## config.mk

```make
export PLATFORM = sky130hd
export DESIGN_NAME = min_euclidean_distance
export DESIGN_NICKNAME = d
export VERILOG_FILES = /design/src/sv/med_pkg.sv /design/src/sv/med_ctrl.sv /design/src/sv/med_dp.sv /design/src/sv/min_euclidean_distance.sv
export VERILOG_INCLUDE_DIRS = /design/src /design/src/sv
export SDC_FILE = /design/constraint.sdc
export NUM_CORES = 1
export LEC_CHECK = 0
export BUFFER_PORTS_ARGS = -buffer_cell sky130_fd_sc_hd__clkbuf_2
export CAP_MARGIN = 20
export CORE_ASPECT_RATIO = 0.7
export CORE_MARGIN = 3
export CORE_UTILIZATION = 25
export DETAILED_ROUTE_END_ITERATION = 16
export GPL_TIMING_DRIVEN = 0
export PLACE_DENSITY = 0.36
export SYNTH_ARGS = -nofsm -noshare
export SYNTH_HDL_FRONTEND = slang
export SYNTH_SLANG_ARGS = --single-unit
```

## constraint.sdc

```tcl
create_clock -name clk_i -period 8.75 [get_ports clk_i]
set_clock_uncertainty 0.15 [all_clocks]
set_input_delay 1.3125 -clock clk_i [delete_from_list [all_inputs] [get_ports clk_i]]
set_output_delay 1.3125 -clock clk_i [all_outputs]
set_load 0.005 [all_outputs]
```

## src/sv/assert_macros.svh

```systemverilog
// ----------------------------------------------------------------------------
// assert_macros.svh
// concurrent assertion helpers, compiled out with NO_ASSERTIONS
// ----------------------------------------------------------------------------
`ifndef ASSERT_MACROS_SVH
`define ASSERT_MACROS_SVH

`ifndef NO_ASSERTIONS

// property must hold at every rising clock edge outside reset
`define ASSERT_PROP(label, clk, rstn, prop) \
  label: assert property (@(posedge clk) disable iff (!(rstn)) (prop)) \
    else $error("assertion failed");

// condition must never be true outside reset
`define ASSERT_NEVER(label, clk, rstn, cond) \
  label: assert property (@(posedge clk) disable iff (!(rstn)) !(cond)) \
    else $error("forbidden condition seen");

`else

`define ASSERT_PROP(label, clk, rstn, prop)
`define ASSERT_NEVER(label, clk, rstn, cond)

`endif

`endif

```

## src/sv/med_pkg.sv

```systemverilog
// ----------------------------------------------------------------------------
// med_pkg
// shared widths, constants and control types of the distance block
// ----------------------------------------------------------------------------
package med_pkg;

  localparam int unsigned ElemW      = 16;
  localparam int unsigned MagW       = 16;
  localparam int unsigned SqW        = 32;
  localparam int unsigned SumW       = 40;
  localparam int unsigned RootW      = 41;
  localparam int unsigned DistW      = 21;
  localparam int unsigned RootIters  = 20;
  localparam int unsigned IterCntW   = 5;
  localparam int unsigned InTdataW   = 32;
  localparam int unsigned OutTdataW  = 48;

  localparam logic [DistW-1:0] MinStartRst = 21'd1638400;
  localparam logic [SumW-1:0]  SumMax      = {SumW{1'b1}};
  localparam logic [DistW-1:0] DistMax     = {DistW{1'b1}};
  localparam logic [RootW-1:0] BitInit     = RootW'(64'd1 << 38);

  typedef struct packed {
    logic sq_load;     // capture squared difference of an accepted word
    logic sqrt_start;  // move final sum into root unit, clear accumulator
    logic sqrt_step;   // one root iteration
    logic out_load;    // fill output register, update running minimum
  } med_cmd_t;

  typedef struct packed {
    logic out_free;    // output register empty or drained this cycle
  } med_sts_t;

endpackage

```

## src/sv/med_ctrl.sv

```systemverilog
// ----------------------------------------------------------------------------
// med_ctrl
// sequencer: accumulate, flush, square root iterations, result hand-off
// ----------------------------------------------------------------------------
module med_ctrl (
  input  logic              clk_i,
  input  logic              rst_ni,
  input  logic              s_tvalid_i,
  input  logic              s_tlast_i,
  output logic              s_tready_o,
  output med_pkg::med_cmd_t cmd_o,
  input  med_pkg::med_sts_t sts_i
);

  localparam logic [1:0] StAcc   = 2'd0;
  localparam logic [1:0] StFlush = 2'd1;
  localparam logic [1:0] StSqrt  = 2'd2;
  localparam logic [1:0] StDone  = 2'd3;

  logic [1:0]                   state_q, state_d;
  logic [med_pkg::IterCntW-1:0] cnt_q, cnt_d;
  logic                         accept;

  assign s_tready_o = (state_q == StAcc);
  assign accept     = s_tvalid_i && s_tready_o;

  always_comb begin
    state_d = state_q;
    cnt_d   = cnt_q;
    cmd_o   = '0;
    cmd_o.sq_load = accept;
    case (state_q)
      StAcc: begin
        if (accept && s_tlast_i) begin
          state_d = StFlush;
        end
      end
      StFlush: begin
        cmd_o.sqrt_start = 1'b1;
        cnt_d            = '0;
        state_d          = StSqrt;
      end
      StSqrt: begin
        cmd_o.sqrt_step = 1'b1;
        cnt_d           = cnt_q + 1'b1;
        if (cnt_q == med_pkg::IterCntW'(med_pkg::RootIters - 1)) begin
          state_d = StDone;
        end
      end
      StDone: begin
        if (sts_i.out_free) begin
          cmd_o.out_load = 1'b1;
          state_d        = StAcc;
        end
      end
      default: begin
        state_d = StAcc;
      end
    endcase
  end

  always_ff @(posedge clk_i or negedge rst_ni) begin
    if (!rst_ni) begin
      state_q <= StAcc;
      cnt_q   <= '0;
    end else begin
      state_q <= state_d;
      cnt_q   <= cnt_d;
    end
  end

endmodule

```

## src/sv/med_dp.sv

```systemverilog
// ----------------------------------------------------------------------------
// med_dp
// datapath: squared difference, saturating sum, bitwise root, running minimum
// ----------------------------------------------------------------------------
module med_dp (
  input  logic                             clk_i,
  input  logic                             rst_ni,
  input  med_pkg::med_cmd_t                cmd_i,
  output med_pkg::med_sts_t                sts_o,
  input  logic [med_pkg::ElemW-1:0]        stored_elem_i,
  input  logic [med_pkg::ElemW-1:0]        query_elem_i,
  input  logic                             last_desc_i,
  input  logic                             cfg_we_i,
  input  logic [med_pkg::DistW-1:0]        cfg_wdata_i,
  output logic                             out_valid_o,
  input  logic                             out_ready_i,
  output logic [med_pkg::DistW-1:0]        distance_o,
  output logic [med_pkg::DistW-1:0]        best_distance_o,
  output logic                             person_done_o
);

  localparam int unsigned DiffW = med_pkg::ElemW + 1;

  logic signed [DiffW-1:0]         diff;
  logic [DiffW-1:0]                diff_abs;
  logic [med_pkg::MagW-1:0]        mag;
  logic [med_pkg::SqW-1:0]         sq_q;
  logic                            sq_vld_q;
  logic [med_pkg::SumW:0]          sum_wide;
  logic [med_pkg::SumW-1:0]        sum_q, sum_d;
  logic [med_pkg::SumW-1:0]        rem_q;
  logic [med_pkg::RootW-1:0]       root_q, bit_q;
  logic [med_pkg::RootW:0]         trial;
  logic                            take;
  logic [med_pkg::DistW-1:0]       root_dist, best;
  logic                            last_desc_q;
  logic [med_pkg::DistW-1:0]       min_start_q, run_min_q;
  logic                            person_open_q;
  logic                            out_vld_q;

  // |stored - query| fits 16 bits unsigned
  assign diff     = $signed({stored_elem_i[med_pkg::ElemW-1], stored_elem_i})
                  - $signed({query_elem_i[med_pkg::ElemW-1], query_elem_i});
  assign diff_abs = diff[DiffW-1] ? DiffW'(-diff) : DiffW'(diff);
  assign mag      = diff_abs[med_pkg::MagW-1:0];

  always_ff @(posedge clk_i) begin
    if (cmd_i.sq_load) begin
      sq_q <= mag * mag;
    end
    if (cmd_i.sq_load) begin
      last_desc_q <= last_desc_i;
    end
  end

  // saturating accumulate of the registered square
  assign sum_wide = {1'b0, sum_q}
                  + (med_pkg::SumW + 1)'(sq_vld_q ? sq_q : '0);
  assign sum_d    = sum_wide[med_pkg::SumW] ? med_pkg::SumMax
                                            : sum_wide[med_pkg::SumW-1:0];

  // one root bit per cycle
  assign trial = {1'b0, root_q} + {1'b0, bit_q};
  assign take  = ({2'b00, rem_q} >= trial);

  always_ff @(posedge clk_i) begin
    if (cmd_i.sqrt_start) begin
      rem_q  <= sum_d;
      root_q <= '0;
      bit_q  <= med_pkg::BitInit;
    end else if (cmd_i.sqrt_step) begin
      if (take) begin
        rem_q  <= rem_q - trial[med_pkg::SumW-1:0];
        root_q <= (root_q >> 1) + bit_q;
      end else begin
        root_q <= root_q >> 1;
      end
      bit_q <= bit_q >> 2;
    end
  end

  assign root_dist = (|root_q[med_pkg::RootW-1:med_pkg::DistW]) ? med_pkg::DistMax
                                                                : root_q[med_pkg::DistW-1:0];
  assign best = (root_dist < run_min_q) ? root_dist : run_min_q;

  always_ff @(posedge clk_i or negedge rst_ni) begin
    if (!rst_ni) begin
      sq_vld_q      <= 1'b0;
      sum_q         <= '0;
      min_start_q   <= med_pkg::MinStartRst;
      run_min_q     <= med_pkg::MinStartRst;
      person_open_q <= 1'b0;
      out_vld_q     <= 1'b0;
    end else begin
      sq_vld_q <= cmd_i.sq_load;
      sum_q    <= cmd_i.sqrt_start ? '0 : sum_d;
      if (cfg_we_i) begin
        min_start_q <= cfg_wdata_i;
        if (!person_open_q) begin
          run_min_q <= cfg_wdata_i;
        end
      end
      if (cmd_i.out_load) begin
        run_min_q     <= last_desc_q ? min_start_q : best;
        person_open_q <= !last_desc_q;
        out_vld_q     <= 1'b1;
      end else if (out_ready_i) begin
        out_vld_q <= 1'b0;
      end
    end
  end

  always_ff @(posedge clk_i) begin
    if (cmd_i.out_load) begin
      distance_o      <= root_dist;
      best_distance_o <= best;
      person_done_o   <= last_desc_q;
    end
  end

  assign out_valid_o  = out_vld_q;
  assign sts_o.out_free = !out_vld_q || out_ready_i;

endmodule

```

## src/sv/min_euclidean_distance.sv

```systemverilog
// ----------------------------------------------------------------------------
// min_euclidean_distance - nearest-neighbour euclidean distance
// last word path: square register, flush, root iterations, output register
// throughput: one word per cycle inside a descriptor, then tready stays low
//   for flush and 20-step root, longer while the last result is not taken
// reset: async active low, clears the sum and loads the minimum with 100.0
// ----------------------------------------------------------------------------
`include "assert_macros.svh"

module min_euclidean_distance (
  input  logic        clk_i,
  input  logic        rst_ni,
  // input words
  input  logic        s_axis_tvalid,
  output logic        s_axis_tready,
  input  logic [31:0] s_axis_tdata,   // [15:0] stored_elem, [31:16] query_elem
  input  logic        s_axis_tlast,   // last_elem
  input  logic        s_axis_tuser,   // last_descriptor
  // result words
  output logic        m_axis_tvalid,
  input  logic        m_axis_tready,
  output logic [47:0] m_axis_tdata,   // [20:0] distance, [41:21] best_distance,
                                      // [47:42] zero
  output logic        m_axis_tlast,   // person_done
  // starting minimum, q.14
  input  logic        cfg_we_i,
  input  logic [20:0] cfg_wdata_i
);

  med_pkg::med_cmd_t cmd;
  med_pkg::med_sts_t sts;

  logic [med_pkg::DistW-1:0] distance;
  logic [med_pkg::DistW-1:0] best_distance;

  // sequencer: holds tready low from the last word until the root is handed off
  med_ctrl u_ctrl (
    .clk_i      (clk_i),
    .rst_ni     (rst_ni),
    .s_tvalid_i (s_axis_tvalid),
    .s_tlast_i  (s_axis_tlast),
    .s_tready_o (s_axis_tready),
    .cmd_o      (cmd),
    .sts_i      (sts)
  );

  // datapath: squares are registered ahead of the 40-bit sum, the
  // root unit shares nothing with the accumulator so the next descriptor can
  // stream in while a finished result still waits in the output register
  med_dp u_dp (
    .clk_i           (clk_i),
    .rst_ni          (rst_ni),
    .cmd_i           (cmd),
    .sts_o           (sts),
    .stored_elem_i   (s_axis_tdata[15:0]),
    .query_elem_i    (s_axis_tdata[31:16]),
    .last_desc_i     (s_axis_tuser),
    .cfg_we_i        (cfg_we_i),
    .cfg_wdata_i     (cfg_wdata_i),
    .out_valid_o     (m_axis_tvalid),
    .out_ready_i     (m_axis_tready),
    .distance_o      (distance),
    .best_distance_o (best_distance),
    .person_done_o   (m_axis_tlast)
  );

  // pack result word, distance in the low bits
  assign m_axis_tdata = {6'b0, best_distance, distance};

  // a descriptor's last word stops intake on the next cycle
  `ASSERT_PROP(a_last_stalls, clk_i, rst_ni,
    s_axis_tvalid && s_axis_tready && s_axis_tlast |=> !s_axis_tready)

  // root unit is only started by a last word accepted in the previous cycle
  `ASSERT_PROP(a_start_after_last, clk_i, rst_ni,
    cmd.sqrt_start |-> $past(s_axis_tvalid && s_axis_tready && s_axis_tlast))

  // result is never loaded over a word that has not been taken
  `ASSERT_NEVER(a_no_overwrite, clk_i, rst_ni, cmd.out_load && !sts.out_free)

  // running minimum never exceeds the distance it includes
  `ASSERT_PROP(a_best_le_dist, clk_i, rst_ni,
    m_axis_tvalid |-> (m_axis_tdata[41:21] <= m_axis_tdata[20:0]))

endmodule

```

==> summary.txt <==
Drt
  – Routed wire length: 88200 µm
  – Iteration-0 DRC Markers: 1666
  – Via count: 21700
  – Vias per cell: 4.87
  – Drt wl/cell: 19.8 µm
  – Post-route ant nets: 0
  – DRC Markers: 0
  – Drt pass-1 iters: 5

Min path
  – HP Class: reg2reg
  – Worst Hold Launch: u_dp.person_open_q

Clocking
  – Clock buffer count from CTS: 31
  – Clock Latency Late Sink: 630 ps
  – Worst-path clk slew: 60 ps
  – CTS tree: built
  – Clk sinks: 268
  – H-tree depth: 1
  – Root Buffer: clkbuf_16
  – CTS Buffer Depth: 3

Synthesis
  – Post-synth top flop: edfxtp_1
  – Cell count after synthesis: 2877
  – Adder-cell area share of the yosys netlist: 25.3%
  – Synth cell types: 91
  – Async SR Flop Fraction: 34.3%
  – Post-synthesis xor/xnor area fraction: 5.90%
  – Post-synthesis mux area share: 2.74%
  – Synth Area in Compound Gates: 16.9%
  – Synthesis-stage register bit count: 268
  – Simple-gate share of the synthesized area: 15.1%
  – Syn avg cell area: 8.90 µm²
  – Cell Area, Synth: 25600 µm²
  – Largest family of logic cells by synthesized area: adder cells
  – Post-synth EDFFs: 115
  – Syn. warnings: 0
  – Post-synthesis sequential area ratio: 27.3%

STA
  – Post-route clock period utilization: 111%
  – Final Hold Vio Count: 0
  – Worst Max-Slew Pin Slew: 1110 ps
  – Worst slew margin: 24.3%
  – Setup violators final: 17
  – Crit path time final: 9730 ps
  – Max-slew violations: 0
  – Unrepaired setup endpoints after global routing: true
  – Fmax: 103 MHz
  – Final Worst Setup Slack: -983 ps

Critical path
  – Max FO, Critical Path: 7
  – Slowest cell delay on critical path: 550 ps
  – Cell mode on critical path: fa_1
  – Critical Path Start: s_axis_tdata[0]
  – Worst path arrival time: 9940 ps
  – Slowest-stage cell, CP: fa_2
  – Reg-to-Reg Start: u_dp.root_q[2]
  – CP Launch Type: input port
  – Setup CP Type: in2reg
  – Required @ worst endpoint: 8960 ps
  – CP Capture Type: register

Placement
  – Final Wtd Congestion: 0.869
  – Worst slack at placement: -2940 ps
  – Detailed Place HPWL: 71200 µm
  – Port bufs: 104

Cells and area
  – Share of cells above drive strength 1: 14.8%
  – FF/Latch Area: 6980 µm²
  – Area overhead of the layout relative to synthesis: 20.0%
  – Fillcell total: 10600
  – Final net count: 3571
  – Multi-input gate area: 17900 µm²

Die
  – Initial Util: 25.4%
  – Core ar.: 101000 µm²
  – FP Rows: 97
  – Full die area: 106000 µm²
  – Die H: 274 µm
  – I/O Pins: 111
  – Die X: 389 µm

Outcome
  – Violated checks: setup timing
  – Run status: finished with violations

GRT
  – Pin count of the biggest net entering global routing: 52
  – First-pass GRT wire length: 134000 µm
  – GRT Overall Usage: 16.4%
  – Initial antenna violation count: 1
  – Vias in the first global route: 21500
  – Gr ovfl total: 0

Flow run
  – MaxCap Viol Count: 0
-- metal layers --
metal / wire length (µm) / vias to the layer above / share of wire [%] / track usage [%]
li1: - / 10300 / - / -
met3: 6970 / 55 / 7.9 / 3.74
met5: 0 / - / 0 / 0
met4: 843 / 0 / 0.96 / 1.69
met2: 31000 / 579 / 35 / 20.3
met1: 49400 / 10700 / 56 / 28.0
-- worst max-delay path: cells and delay by family --
| kind | cells | cell delay [ps] |
|---|---|---|
| fa+ha+maj | 9 | 3760 |
| simple gates | 9 | 2140 |
| compound gates | 9 | 1750 |
| buf+inv | 7 | 700 |
| xor+xnor | 1 | 240 |
-- path summary, 6_finish.rpt --
check | to | cells after the start | slack (ps)
max in group asynchronous | u_dp.min_start_q[16] | 2 | 7270
hold reg to reg | u_dp.person_open_q | 1 | 330
hold / removal | u_dp.person_open_q | 1 | 330
min in group asynchronous | u_dp.sum_q[4] | 1 | 510
setup reg to reg | u_dp.rem_q[9] | 21 | 930
setup / recovery | u_dp.sq_q[31] | 35 | -980
-- flip-flops by register name, summed over array words and instances, names as in the netlist, 2 cells and up --
signal / flops
u_dp.sum_q: 40
u_ctrl.state_q: 2
u_ctrl.cnt_q: 5
u_dp.best_distance_o: 21
u_dp.root_q: 41
u_dp.distance_o: 21
u_dp.sq_q: 31
u_dp.run_min_q: 21
u_dp.min_start_q: 21
u_dp.rem_q: 40
u_dp.bit_q: 20
-- repair_timing --
item | in CTS | in global routing
cloned | 0 | 0
setup buffers | 40 | 34
hold buffers | 0 | 0
pin swaps | 36 | 73
setup endpoints to repair | 22 | 22
gates resized for setup | 82 | 115
-- synthesized netlist by cell type (21+ instances only) --
| library cell | number | area (µm²) |
|---|---|---|
| and3_1 | 39 | 244 |
| nor2_1 | 335 | 1260 |
| nand4_1 | 22 | 138 |
| a21o_1 | 94 | 706 |
| xor2_1 | 79 | 692 |
| mux2_2 | 24 | 270 |
| nand3_1 | 34 | 170 |
| nor3_1 | 30 | 150 |
| nor2b_1 | 33 | 206 |
| fa_1 | 166 | 3320 |
| a21oi_1 | 196 | 981 |
| a31oi_1 | 50 | 313 |
| inv_1 | 331 | 1240 |
| a211oi_1 | 32 | 240 |
| ha_1 | 252 | 3150 |
| o22ai_1 | 29 | 181 |
| or3_1 | 22 | 138 |
| dfrtp_1 | 86 | 2150 |
| nand2_1 | 184 | 691 |
| mux2i_1 | 43 | 430 |
| o21a_1 | 34 | 255 |
| clkbuf_1 | 102 | 383 |
| o21ai_0 | 113 | 566 |
| and2_1 | 43 | 269 |
| o21bai_1 | 21 | 158 |
| xnor2_1 | 89 | 780 |
| edfxtp_1 | 115 | 3450 |
| dfxtp_1 | 61 | 1220 |
| nand2b_1 | 24 | 150 |
-- metrics by stage --
step                hold slack (ps)  cells  cell area, µm²  util, %  TNS [ps]
detailed placement              319   4329           28300     28.1    -42040
CTS                             335   4423           30100     29.8     -8770
floorplan                       299   2882           26000        -     -5690
finish                          332   4457           30700     30.5     -9090
global placement                315   4322           28200     28.0   -193010
global route                    363   4454           30700     30.5    -12700
-- cell families after synthesis --
family	after synthesis
simple gates	824
fa+ha+maj	418
buf+inv	457
compound gates	672
flops	268
other cells	1
mux	67
xor+xnor	170
-- cell type report --
type	count	share of cell area, %
multi-input cells	2157	58.2
clock buffers	48	3.06
plain buffers	120	1.92
diodes	3	0.0244
clock inverters	10	0.224
repair buffers	178	4.18
well taps	1336	5.44
inverters	337	4.21
flip-flops and latches	268	22.7
-- placed cells by master, fill, tap and decap left out, types with 45 or more instances in the layout --
| cell | count |
|---|---|
| a21o_1 | 94 |
| a21oi_1 | 181 |
| a31oi_1 | 45 |
| buf_4 | 53 |
| clkbuf_1 | 102 |
| clkbuf_2 | 102 |
| dfrtp_1 | 86 |
| dfxtp_1 | 61 |
| edfxtp_1 | 115 |
| fa_1 | 159 |
| ha_1 | 233 |
| inv_1 | 316 |
| nand2_1 | 176 |
| nor2_1 | 321 |
| o21ai_0 | 98 |
| xnor2_1 | 83 |
| xor2_1 | 68 |
Power is not shown: default switching activity piles up to over one toggle a cycle in this logic, so the estimate is an artifact.
